$ cat config.mk
export PLATFORM = sky130hd
export DESIGN_NAME = parabola_envelope_distance_1d
export DESIGN_NICKNAME = d
export VERILOG_FILES = /design/src/hdl/pedd_pkg.sv /design/src/hdl/pedd_div.sv /design/src/hdl/pedd_dp.sv /design/src/hdl/pedd_ctrl.sv /design/src/hdl/parabola_envelope_distance_1d.sv
export SDC_FILE = /design/constraint.sdc
export NUM_CORES = 2
export LEC_CHECK = 0
export BUFFER_PORTS_ARGS = -buffer_cell sky130_fd_sc_hd__buf_2
export CAP_MARGIN = 20
export CORE_UTILIZATION = 55
export DETAILED_ROUTE_END_ITERATION = 6
export HOLD_SLACK_MARGIN = 0.06
export PLACE_DENSITY_LB_ADDON = 0.2
export REMOVE_ABC_BUFFERS = 1
export SYNTH_ARGS = -nofsm -noshare
export SYNTH_HDL_FRONTEND = slang
export SYNTH_SLANG_ARGS = --single-unit
$ cat constraint.sdc
create_clock -name clk -period 20 [get_ports clk]
set_input_delay 4 -clock clk [delete_from_list [all_inputs] [get_ports clk]]
set_output_delay 4 -clock clk [all_outputs]
set_load 0.005 [all_outputs]
$ cat src/hdl/pedd_pkg.sv
package pedd_pkg;

    localparam int ROW_LENGTH_MAX_DEF = 64;
    localparam int COST_BITS_DEF      = 24;
    localparam int FAR_BOUND          = 1000000000;

    typedef struct packed {
        logic [23:0] sample_cost;
        logic        last_sample;
    } sample_t;

    typedef struct packed {
        logic [23:0] squared_distance;
        logic        last_result;
    } result_t;

    typedef enum logic [3:0] {
        ST_IDLE,
        ST_INIT,
        ST_RD_APEX,
        ST_RD_SAMP,
        ST_CALC,
        ST_DIV,
        ST_CMP,
        ST_WR_FAR,
        ST_E_RD,
        ST_E_CHK,
        ST_E_OUT
    } state_t;

    typedef struct packed {
        logic accept;
        logic init;
        logic rd_apex;
        logic rd_samp;
        logic start_div;
        logic pop;
        logic push;
        logic wr_far;
        logic emit_init;
        logic e_rd;
        logic e_adv;
        logic e_samp;
        logic e_out;
    } cmd_t;

    typedef struct packed {
        logic q_zero;
        logic closing;
        logic div_done;
        logic pop;
        logic adv;
        logic p_last;
        logic out_free;
    } status_t;

endpackage

$ cat src/hdl/pedd_div.sv
module pedd_div #(
    parameter int NUM_W = 26,
    parameter int DEN_W = 7
) (
    input  logic             clk,
    input  logic             rst_n,
    input  logic             start,
    input  logic [NUM_W-1:0] dividend,
    input  logic [DEN_W-1:0] divisor,
    output logic             done,
    output logic [NUM_W-1:0] quotient
);
    localparam int CNT_W = $clog2(NUM_W);

    logic             busy_reg;
    logic             done_reg;
    logic [CNT_W-1:0] cnt_reg;
    logic [DEN_W-1:0] rem_reg;
    logic [DEN_W-1:0] dvs_reg;
    logic [NUM_W-1:0] quo_reg;

    logic [DEN_W:0]   shifted;
    logic [DEN_W:0]   diff;
    logic             fits;
    logic [DEN_W-1:0] rem_next;

    // restoring division, one quotient bit a cycle
    always_comb
    begin
        shifted  = {rem_reg, quo_reg[NUM_W-1]};
        diff     = shifted - {1'b0, dvs_reg};
        fits     = shifted >= {1'b0, dvs_reg};
        rem_next = fits ? diff[DEN_W-1:0] : shifted[DEN_W-1:0];
    end

    always_ff @(posedge clk or negedge rst_n)
    begin
        if (!rst_n)
        begin
            busy_reg <= 1'b0;
            done_reg <= 1'b0;
            cnt_reg  <= '0;
        end
        else
        begin
            done_reg <= 1'b0;
            if (start)
            begin
                busy_reg <= 1'b1;
                cnt_reg  <= CNT_W'(NUM_W - 1);
            end
            else if (busy_reg)
            begin
                if (cnt_reg == '0)
                begin
                    busy_reg <= 1'b0;
                    done_reg <= 1'b1;
                end
                else
                begin
                    cnt_reg <= cnt_reg - 1'b1;
                end
            end
        end
    end

    always_ff @(posedge clk)
    begin
        if (start)
        begin
            quo_reg <= dividend;
            rem_reg <= '0;
            dvs_reg <= divisor;
        end
        else if (busy_reg)
        begin
            quo_reg <= {quo_reg[NUM_W-2:0], fits};
            rem_reg <= rem_next;
        end
    end

    assign done     = done_reg;
    assign quotient = quo_reg;

endmodule

$ cat src/hdl/pedd_dp.sv
module pedd_dp #(
    parameter int ROW_LENGTH_MAX = pedd_pkg::ROW_LENGTH_MAX_DEF,
    parameter int COST_BITS      = pedd_pkg::COST_BITS_DEF
) (
    input  logic              clk,
    input  logic              rst_n,
    input  pedd_pkg::cmd_t    cmd,
    output pedd_pkg::status_t status,
    input  pedd_pkg::sample_t sample,
    output logic              result_valid,
    input  logic              result_ready,
    output pedd_pkg::result_t result
);
    import pedd_pkg::*;

    localparam int IDX_W = $clog2(ROW_LENGTH_MAX);
    localparam int SQ_W  = 2 * IDX_W;
    localparam int NUM_W = ((COST_BITS > SQ_W) ? COST_BITS : SQ_W) + 2;
    localparam int DEN_W = IDX_W + 1;
    localparam int BND_W = (NUM_W > 32) ? NUM_W : 32;
    localparam int BA_W  = IDX_W + 1;
    localparam logic [IDX_W-1:0] IDX_LAST = IDX_W'(ROW_LENGTH_MAX - 1);
    localparam logic signed [BND_W-1:0] FAR_POS = BND_W'(FAR_BOUND);
    localparam logic signed [BND_W-1:0] FAR_NEG = -FAR_POS;
    localparam logic [NUM_W-1:0] COST_MAX = (NUM_W'(1) << COST_BITS) - NUM_W'(1);

    logic [COST_BITS-1:0] sample_mem [ROW_LENGTH_MAX];
    logic [IDX_W-1:0]     apex_mem   [ROW_LENGTH_MAX];
    logic [BND_W-1:0]     bnd_mem    [ROW_LENGTH_MAX+1];

    logic [IDX_W-1:0]     load_count_reg;
    logic [IDX_W-1:0]     top_reg;
    logic [IDX_W-1:0]     k_reg;
    logic [IDX_W-1:0]     p_reg;
    logic                 result_valid_reg;
    logic [IDX_W-1:0]     q_reg;
    logic [COST_BITS-1:0] cost_reg;
    logic                 closing_reg;
    logic                 neg_reg;
    logic [COST_BITS-1:0] samp_q;
    logic [IDX_W-1:0]     apex_q;
    logic [BND_W-1:0]     bnd_q;
    result_t              result_reg;

    logic [COST_BITS-1:0] cost_in;
    logic                 closing_in;
    logic [IDX_W-1:0]     k_inc;
    logic [BA_W-1:0]      k_up;
    logic [SQ_W-1:0]      q_sq;
    logic [SQ_W-1:0]      r_sq;
    logic [NUM_W-1:0]     num;
    logic [NUM_W-1:0]     num_mag;
    logic [DEN_W-1:0]     den;
    logic [NUM_W-1:0]     quo;
    logic                 div_done;
    logic [BND_W-1:0]     s_mag;
    logic [BND_W-1:0]     s_val;
    logic [IDX_W-1:0]     gap;
    logic [SQ_W-1:0]      gap_sq;
    logic [NUM_W-1:0]     val;
    logic [NUM_W-1:0]     val_sat;
    logic                 bnd_we;
    logic [BA_W-1:0]      bnd_waddr;
    logic [BND_W-1:0]     bnd_wdata;
    logic                 apex_we;
    logic [IDX_W-1:0]     apex_waddr;
    logic [IDX_W-1:0]     apex_wdata;
    logic [BA_W-1:0]      bnd_raddr;

    always_comb
    begin
        cost_in    = COST_BITS'(sample.sample_cost);
        closing_in = sample.last_sample || (load_count_reg == IDX_LAST);
        k_inc      = k_reg + IDX_W'(1);
        k_up       = BA_W'(k_reg) + BA_W'(1);

        // numerator f(q) - f(r) + q^2 - r^2, two's complement
        q_sq    = SQ_W'(q_reg) * SQ_W'(q_reg);
        r_sq    = SQ_W'(apex_q) * SQ_W'(apex_q);
        num     = NUM_W'(cost_reg) - NUM_W'(samp_q) + NUM_W'(q_sq) - NUM_W'(r_sq);
        num_mag = num[NUM_W-1] ? -num : num;
        den     = (q_reg > apex_q) ? {q_reg - apex_q, 1'b0} : DEN_W'(2);

        s_mag = BND_W'(quo);
        s_val = neg_reg ? -s_mag : s_mag;

        gap     = (p_reg >= apex_q) ? (p_reg - apex_q) : (apex_q - p_reg);
        gap_sq  = SQ_W'(gap) * SQ_W'(gap);
        val     = NUM_W'(samp_q) + NUM_W'(gap_sq);
        val_sat = (val > COST_MAX) ? COST_MAX : val;

        bnd_we     = cmd.init || cmd.push || cmd.wr_far;
        bnd_waddr  = cmd.init ? '0 : k_up;
        bnd_wdata  = cmd.init ? FAR_NEG : (cmd.push ? s_val : FAR_POS);
        apex_we    = cmd.init || cmd.push;
        apex_waddr = cmd.init ? '0 : k_inc;
        apex_wdata = cmd.init ? '0 : q_reg;
        bnd_raddr  = cmd.rd_samp ? BA_W'(k_reg) : k_up;
    end

    pedd_div #(
        .NUM_W (NUM_W),
        .DEN_W (DEN_W)
    ) u_div (
        .clk      (clk),
        .rst_n    (rst_n),
        .start    (cmd.start_div),
        .dividend (num_mag),
        .divisor  (den),
        .done     (div_done),
        .quotient (quo)
    );

    always_ff @(posedge clk or negedge rst_n)
    begin
        if (!rst_n)
        begin
            load_count_reg   <= '0;
            top_reg          <= '0;
            k_reg            <= '0;
            p_reg            <= '0;
            result_valid_reg <= 1'b0;
        end
        else
        begin
            if (cmd.accept)
            begin
                load_count_reg <= closing_in ? '0 : load_count_reg + IDX_W'(1);
                k_reg          <= top_reg;
            end
            if (cmd.init || cmd.emit_init)
            begin
                k_reg <= '0;
            end
            if (cmd.pop)
            begin
                k_reg <= k_reg - IDX_W'(1);
            end
            if (cmd.push || cmd.e_adv)
            begin
                k_reg <= k_inc;
            end
            if (cmd.wr_far)
            begin
                top_reg <= k_reg;
            end
            if (cmd.emit_init)
            begin
                p_reg <= '0;
            end
            if (cmd.e_out)
            begin
                p_reg            <= p_reg + IDX_W'(1);
                result_valid_reg <= 1'b1;
            end
            else if (result_ready)
            begin
                result_valid_reg <= 1'b0;
            end
        end
    end

    always_ff @(posedge clk)
    begin
        if (cmd.accept)
        begin
            sample_mem[load_count_reg] <= cost_in;
            q_reg       <= load_count_reg;
            cost_reg    <= cost_in;
            closing_reg <= closing_in;
        end
        if (bnd_we)
        begin
            bnd_mem[bnd_waddr] <= bnd_wdata;
        end
        if (apex_we)
        begin
            apex_mem[apex_waddr] <= apex_wdata;
        end
        if (cmd.rd_apex || cmd.e_rd)
        begin
            apex_q <= apex_mem[k_reg];
        end
        if (cmd.rd_samp || cmd.e_rd)
        begin
            bnd_q <= bnd_mem[bnd_raddr];
        end
        if (cmd.rd_samp || cmd.e_samp)
        begin
            samp_q <= sample_mem[apex_q];
        end
        if (cmd.start_div)
        begin
            neg_reg <= num[NUM_W-1];
        end
        if (cmd.e_out)
        begin
            result_reg.squared_distance <= 24'(val_sat);
            result_reg.last_result      <= (p_reg == q_reg);
        end
    end

    always_comb
    begin
        status.q_zero   = (load_count_reg == '0);
        status.closing  = closing_reg;
        status.div_done = div_done;
        status.pop      = (k_reg != '0) && ($signed(s_val) <= $signed(bnd_q));
        status.adv      = (k_reg < top_reg) && ($signed(bnd_q) < $signed(BND_W'(p_reg)));
        status.p_last   = (p_reg == q_reg);
        status.out_free = !result_valid_reg || result_ready;
    end

    assign result_valid = result_valid_reg;
    assign result       = result_reg;

endmodule

$ cat src/hdl/pedd_ctrl.sv
module pedd_ctrl (
    input  logic              clk,
    input  logic              rst_n,
    input  logic              sample_valid,
    output logic              sample_ready,
    input  pedd_pkg::status_t status,
    output pedd_pkg::cmd_t    cmd
);
    import pedd_pkg::*;

    state_t state_reg;
    state_t state_next;

    always_ff @(posedge clk or negedge rst_n)
    begin
        if (!rst_n)
        begin
            state_reg <= ST_IDLE;
        end
        else
        begin
            state_reg <= state_next;
        end
    end

    always_comb
    begin
        state_next   = state_reg;
        cmd          = '0;
        sample_ready = 1'b0;
        unique case (state_reg)
            ST_IDLE:
            begin
                sample_ready = 1'b1;
                if (sample_valid)
                begin
                    cmd.accept = 1'b1;
                    state_next = status.q_zero ? ST_INIT : ST_RD_APEX;
                end
            end
            ST_INIT:
            begin
                cmd.init   = 1'b1;
                state_next = ST_WR_FAR;
            end
            ST_RD_APEX:
            begin
                cmd.rd_apex = 1'b1;
                state_next  = ST_RD_SAMP;
            end
            ST_RD_SAMP:
            begin
                cmd.rd_samp = 1'b1;
                state_next  = ST_CALC;
            end
            ST_CALC:
            begin
                cmd.start_div = 1'b1;
                state_next    = ST_DIV;
            end
            ST_DIV:
            begin
                if (status.div_done)
                begin
                    state_next = ST_CMP;
                end
            end
            ST_CMP:
            begin
                // drop the top parabola while its start is not below the new crossing and it is not the last one left
                if (status.pop)
                begin
                    cmd.pop    = 1'b1;
                    state_next = ST_RD_APEX;
                end
                else
                begin
                    cmd.push   = 1'b1;
                    state_next = ST_WR_FAR;
                end
            end
            ST_WR_FAR:
            begin
                cmd.wr_far = 1'b1;
                if (status.closing)
                begin
                    cmd.emit_init = 1'b1;
                    state_next    = ST_E_RD;
                end
                else
                begin
                    state_next = ST_IDLE;
                end
            end
            ST_E_RD:
            begin
                cmd.e_rd   = 1'b1;
                state_next = ST_E_CHK;
            end
            ST_E_CHK:
            begin
                if (status.adv)
                begin
                    cmd.e_adv  = 1'b1;
                    state_next = ST_E_RD;
                end
                else
                begin
                    cmd.e_samp = 1'b1;
                    state_next = ST_E_OUT;
                end
            end
            ST_E_OUT:
            begin
                if (status.out_free)
                begin
                    cmd.e_out  = 1'b1;
                    state_next = status.p_last ? ST_IDLE : ST_E_RD;
                end
            end
            default:
            begin
                state_next = ST_IDLE;
            end
        endcase
    end

endmodule

$ cat src/hdl/parabola_envelope_distance_1d.sv
// Load: a row's first sample only initializes the envelope; any later sample
// computes a crossing with each envelope parabola visited on the shared
// bit-serial divider, NUM_W bits wide (26 at default widths).
// Emit: each result steps past envelope boundaries, then waits while the output stalls.
// Asynchronous active-low reset empties the row and returns to idle.
module parabola_envelope_distance_1d #(
    parameter int ROW_LENGTH_MAX = pedd_pkg::ROW_LENGTH_MAX_DEF,
    parameter int COST_BITS      = pedd_pkg::COST_BITS_DEF
) (
    input  logic              clk,
    input  logic              rst_n,
    input  logic              sample_valid,
    output logic              sample_ready,
    input  pedd_pkg::sample_t sample,
    output logic              result_valid,
    input  logic              result_ready,
    output pedd_pkg::result_t result
);
    import pedd_pkg::*;

    cmd_t    cmd;
    status_t status;

    pedd_ctrl u_ctrl (
        .clk          (clk),
        .rst_n        (rst_n),
        .sample_valid (sample_valid),
        .sample_ready (sample_ready),
        .status       (status),
        .cmd          (cmd)
    );

    pedd_dp #(
        .ROW_LENGTH_MAX (ROW_LENGTH_MAX),
        .COST_BITS      (COST_BITS)
    ) u_dp (
        .clk          (clk),
        .rst_n        (rst_n),
        .cmd          (cmd),
        .status       (status),
        .sample       (sample),
        .result_valid (result_valid),
        .result_ready (result_ready),
        .result       (result)
    );

endmodule
# Word-level counts from Yosys, hierarchy flattened
# Memory sizes are Yosys's and may differ from the RTL's. A register that Yosys moved wholly into a read port is not among the register bits.
# Index checks and enable logic that the tools add are counted.
# totals
register_bits,133
mem_bits_rw,4000
inputBits,29
wordCells,149
mem_count,3
# classes
n_addsub,16
multipliers,3
n_lt_le_gt_ge,7
eq_ne,16
n_mux,63
reduce_logical,22
# mem_list
name,words,word_bits,rd,rd_ports_with_merged_regs,write_ports,line,rtl
u_dp.bnd_mem,65,32,1,1,1,pedd_dp.sv:29,logic [BND_W-1:0] bnd_mem [ROW_LENGTH_MAX+1];
u_dp.sample_mem,64,24,1,1,1,pedd_dp.sv:27,logic [COST_BITS-1:0] sample_mem [ROW_LENGTH_MAX];
u_dp.apex_mem,64,6,1,1,1,pedd_dp.sv:28,logic [IDX_W-1:0] apex_mem [ROW_LENGTH_MAX];
# ops
operator,n
two-way mux 32 bit,3
two-way mux 26 bit,3
two-way mux 6 bit,10
one-hot mux 4 bit (11 select lines),1
multiplier 6 x 6 -> 12 bit,3
<= comparator 32 bit,1
less-than comparator 32 x 7 -> 1 bit,1
negator 26 -> 32 bit,1
two-way mux 1 bit,29
adder 26 x 12 -> 26 bit,1
greater-than comparator 26 x 24 -> 1 bit (second input constant),1
negator 26 bit,1
subtractor 26 x 12 -> 26 bit,1
adder 24 x 12 -> 25 bit,1
subtractor 24 x 24 -> 25 bit,1
two-way mux 7 bit,3
two-way mux 4 bit,5
adder 6 x 1 -> 6 bit (second input constant),3
subtractor 6 bit,3
equality test 4 x 3 -> 1 bit (second input constant),4
two-way mux 5 bit,3
equality test 4 bit (second input constant),3
two-way mux 2 bit,5
logical OR 1 bit,9
other kinds (25),31

# Depth between registers and ports, before layout
# depth
word_depth,10
depth_mapped,32
ltp_nobuf,29

# Hierarchy
# From an unflattened synthesis, not the netlist that was laid out.
# hier_totals
cells_unflattened,8688
hier_area_um2,170312.1
# by_module_without_submodules
module,n_inst,cells_per_inst,area_per_inst_um2,seq_area_each_um2
pedd_dp,1,8437,167456.9,124314.2
pedd_div,1,197,2433.6,1306.3
pedd_ctrl,1,54,421.7,100.1

# Worst setup path after synthesis
# OpenSTA, ideal clock, no wires.
# synth_path
path_type,register -> register
from,"register u_dp.apex_q[0], read port of u_dp.apex_mem"
to,"register u_dp.result_reg (netlist bit u_dp.result[10]), data pin"
setup_time_ps,268
arrival_ps,7960
required_ps,19732
path_slack_ps,11772
stages_incl_launch_ff,30
n_path_buf,7
period_less_slack_ps,8228
path_cell_list,edfxtp_1 -> buf_2 -> buf_2 -> buf_1 -> buf_1 -> buf_1 -> inv_1 -> ha_1 -> nand4_1 -> nand2_1 -> a21o_1 -> a21oi_1 -> mux2i_1 -> xnor2_1 -> or2_2 -> fa_1 -> fa_1 -> inv_1 -> fa_1 -> fa_1 -> ha_1 -> a21oi_1 -> o21ai_0 -> a2111oi_0 -> nor3_1 -> o21ba_2 -> nand4_1 -> clkbuf_1 -> clkbuf_1 -> nand2_1
# synth_via
elab_chain_len,5
elab_cells_between_ends,7
# synth_lines
element,line,rtl
from (decl),pedd_dp.sv:41,logic [IDX_W-1:0] apex_q;
subtractor 6 bit or greater-or-equal comparator 6 bit (tied branches),pedd_dp.sv:87,gap = (p_reg >= apex_q) ? (p_reg - apex_q) : (apex_q - p_reg);
two-way mux 6 bit *,pedd_dp.sv:87,
multiplier 6 x 6 -> 12 bit *,pedd_dp.sv:88,gap_sq = SQ_W'(gap) * SQ_W'(gap);
adder 24 x 12 -> 25 bit *,pedd_dp.sv:89,val = NUM_W'(samp_q) + NUM_W'(gap_sq);
greater-than comparator 26 x 24 -> 1 bit,pedd_dp.sv:90,val_sat = (val > COST_MAX) ? COST_MAX : val;
to (decl),pedd_dp.sv:43,result_t result_reg;
# Mark *: on every way between the ends. The rest lies on a longest branch, timed or not.
# A chain may end at the register's enable or synchronous reset.

# Worst setup path after layout
# layout_path
from,"register u_dp.apex_q[5], read port of u_dp.apex_mem"
to,"register u_dp.result_reg (netlist bit u_dp.result[17]), data pin"
# The elaborated chain is that of the path after synthesis.

==> metrics <==
run status=completed; worst slack at placement=11.29 ns; Pwr per Cell Area=165 nW/um2; post-cts hold buffer count=0; routed via count=87100; placed cell count=12800; required time worst endpoint=20.65 ns; crit path max fanout=54; Final WS setup=11.12 ns; transition time of the tightest slew-check pin=1.22 ns; flop2flop setup slack=11.12 ns; max FFs per register=2080; power after layout=31.4 mW; final clock skew=0.113 ns; remaining routing DRC violations=0; number of hold violations in the final report=0; startpoint types=register; total congestion overflow=0; Syn Std Cell Area=170000 um2; wire length of the first global-routing pass=612 mm; number of fill cells=21100; post-cts gate resize count=0; R2R cell count=21; fraction of synthesized cell area taken by the top area cell type=73.5%; latest clock arrival within the worst-skew pair=0.98 ns; worst-case hold path end point=u_dp.u_div.rem_reg[6]; area leader, netlist=sky130_fd_sc_hd__edfxtp_1; net count reported at finish=9356; remaining antenna violation count=0; number of instances on the worst hold path=2; DRC violation total after the first TritonRoute iteration=10700; via count of the first global-routing pass=87100; clock period minus worst slack=8.88 ns; die area=310000 um2; Sum Neg Setup Slack=0 ns; largest cells by area after synthesis=sky130_fd_sc_hd__edfxtp_1 (74%), sky130_fd_sc_hd__mux4_2 (13%), sky130_fd_sc_hd__mux2i_1 (1.4%); router iterations before antenna repair=6; ratio of final minimum period to clock period=44.4%; Reg2Reg Launch Point=u_dp.apex_q[5]; endpoint kind of the worst setup timing path=register; critical path arrival=9.53 ns; Max IR drop VDD=0.000361 V; wire per inst=31.5 um; Static Leakage=61.9 nW; average instance area after synthesis=19.3 um2; core footprint=306000 um2; count of pins on the block boundary=56; worst hold-check path type=register to register; htree depth=5; flops & latches, synth=4194; end of the worst register-to-register path=u_dp.result[17]; Synth-to-Final Area Change=12.4%; Hold WS=0.467 ns; pin count of the biggest net entering global routing=139; Seq/Total Area, Yosys=74.1%; setup bufs post-CTS=0; count of yosys warnings during synthesis=0; overall die height=557 um; clock edge transition at the registers on the reported setup and hold paths=0.06 ns; RSZ-0062 raised after global routing=false; post-synthesis cell type count=78; Routed Wire Length=427 mm; # setup viols final=0; root buf cell=sky130_fd_sc_hd__clkbuf_16; fmax=0.113 GHz; GRT Total Usage=27.5%; antenna violations before repair=33; Post-Syn Instances=8780; CTS sink count=4194; final weighted congestion of routability-driven global placement=0.919; CTS tree=built; standard-cell rows=203; number of buffers on the longest clock path=4; critical hold path startpoint=u_dp.u_div.rem_reg[6]; number of vias per cell after detailed routing=6.43; primary flip-flop cell chosen by synthesis mapping=sky130_fd_sc_hd__edfxtp_1; fraction of layout cells with a size suffix above 1=22.4%; width of the chip=557 um; share of synthesized flip-flops with an asynchronous set or reset=0.858%; Final Max Tran Viols=0; number of buffers inserted during clock tree synthesis=419; Non-Filler Instances=13500; top flop regs=u_dp.bnd_mem (2080), u_dp.sample_mem (1536), u_dp.apex_mem (384); register containing the most flip-flops in the final layout=u_dp.bnd_mem; number of max-cap violations=0; PortBufs=55; slew margin rel.=17.8%; Starting Density=55.3%; classification of the worst setup path=register to register; number of synthesized flops with an enable pin=4151; half-perimeter wire length of the detailed placement result=244 mm
## how the worst max path moves through the flow
| stage | from | endpoint | slack, ns | cells past startpoint |
|---|---|---|---|---|
| after floorplan | u_dp.k_reg[0] | u_dp.bnd_q[0] | -34.30 | 5 |
| after global placement | u_dp.apex_q[5] | u_dp.result[19] | 11.48 | 21 |
| after detailed placement | u_dp.apex_q[5] | u_dp.result[19] | 11.29 | 21 |
| after CTS | u_dp.apex_q[5] | u_dp.result[17] | 11.28 | 21 |
| after global routing | u_dp.apex_q[5] | u_dp.result[17] | 10.71 | 21 |
| final | u_dp.apex_q[5] | u_dp.result[17] | 11.12 | 21 |
## report_power, final
| group | total, mW | switching [mW] | leakage (nW) | internal [mW] |
|---|---|---|---|---|
| sequential | 11.0 | 0.212 | 38.1 | 10.8 |
| combinational | 12.5 | 7.80 | 17.1 | 4.72 |
| clock | 7.84 | 3.34 | 6.67 | 4.50 |
| total | 31.4 | 11.4 | 61.9 | 20.0 |
## critical path, stage by stage (launching register included)
cell and delay (ns):
sky130_fd_sc_hd__edfxtp_1 0.32, sky130_fd_sc_hd__buf_4 0.54, sky130_fd_sc_hd__inv_1 0.67, sky130_fd_sc_hd__ha_1 0.53, sky130_fd_sc_hd__a21oi_1 0.57, sky130_fd_sc_hd__mux2i_1 0.35, sky130_fd_sc_hd__xor2_1 0.46, sky130_fd_sc_hd__inv_1 0.18
sky130_fd_sc_hd__nand2_1 0.14, sky130_fd_sc_hd__fa_1 0.46, sky130_fd_sc_hd__fa_1 0.57, sky130_fd_sc_hd__inv_1 0.05, sky130_fd_sc_hd__fa_1 0.49, sky130_fd_sc_hd__fa_1 0.42, sky130_fd_sc_hd__ha_1 0.30, sky130_fd_sc_hd__a21oi_1 0.21
sky130_fd_sc_hd__o21ai_0 0.21, sky130_fd_sc_hd__a2111oi_0 0.77, sky130_fd_sc_hd__nor3_1 0.18, sky130_fd_sc_hd__o21ba_2 0.29, sky130_fd_sc_hd__nand4_1 0.58, sky130_fd_sc_hd__o21ai_0 0.23
## cell usage after synthesis, drive strengths merged, types with 39 or more instances
library cell	number
buf	182
a221oi	49
fa	70
mux2i	237
nand3	212
nor2	340
inv	253
nor2b	122
a211oi	209
nand2	475
a22oi	84
a21oi	193
clkbuf	267
o21ai	190
xnor2	99
a21o	39
edfxtp	4151
ha	168
mux4	944
xor2	41
## per-layer routing
metal / GRT usage, % / routed length, um / vias to the layer above
met5: 0 / 63 / -
li1: - / - / 36300
met2: 44.8 / 209000 / 4133
met4: 11.0 / 18600 / 10
met1: 37.5 / 165000 / 45900
met3: 4.39 / 33700 / 797
## cell families (layout without fill, tap and decap cells)
group                    Yosys count  after routing  synth area share [%]
XOR/XNOR                         140            140                 0.723
AO/OA/AOI/OAI                    966            966                  3.80
other                              0             13                     0
AND/OR/NAND/NOR                 1353           1353                  3.66
multiplexers                    1185           1185                  14.0
buffers and inverters            704           1359                  1.64
flip-flops                      4194           4194                  74.1
adder cells (fa/ha/maj)          238            238                  2.07
## layout by cell type, fill, tap and decap left out, types with 55 or more instances in the layout
cell / count
sky130_fd_sc_hd__a21oi_1: 190
sky130_fd_sc_hd__nand2_1: 467
sky130_fd_sc_hd__ha_1: 168
sky130_fd_sc_hd__clkinv_1: 83
sky130_fd_sc_hd__nand3_1: 212
sky130_fd_sc_hd__inv_1: 249
sky130_fd_sc_hd__buf_2: 55
sky130_fd_sc_hd__o21ai_0: 180
sky130_fd_sc_hd__edfxtp_1: 4151
sky130_fd_sc_hd__nor2_2: 64
sky130_fd_sc_hd__mux4_2: 944
sky130_fd_sc_hd__clkbuf_1: 84
sky130_fd_sc_hd__a22oi_1: 84
sky130_fd_sc_hd__nor2_4: 78
sky130_fd_sc_hd__fa_1: 70
sky130_fd_sc_hd__buf_4: 251
sky130_fd_sc_hd__xnor2_1: 94
sky130_fd_sc_hd__nor2b_1: 114
sky130_fd_sc_hd__nor2_1: 198
sky130_fd_sc_hd__a211oi_1: 209
sky130_fd_sc_hd__clkbuf_16: 421
sky130_fd_sc_hd__mux2i_1: 236
sky130_fd_sc_hd__clkinv_2: 72
## metrics by stage
step	instance area (um2)	utilization, %
global route	190000	62.2
global placement	176000	57.5
detailed placement	176000	57.6
floorplan	168000	-
finish	190000	62.2
CTS	190000	62.1
## area by class of cell
type / count / area [um2] / share of cell area [%]
clock buffers: 512 / 10900 / 5.75
well taps: 4100 / 5130 / 2.69
clock inverters: 255 / 2810 / 1.48
inverters: 255 / 958 / 0.503
diodes: 13 / 32.5 / 0.0171
repair buffers: 337 / 2800 / 1.47
multi-input cells: 3882 / 42100 / 22.1
flip-flops and latches: 4194 / 126000 / 66.0
Note: power is estimated with default switching activity, not from simulation.
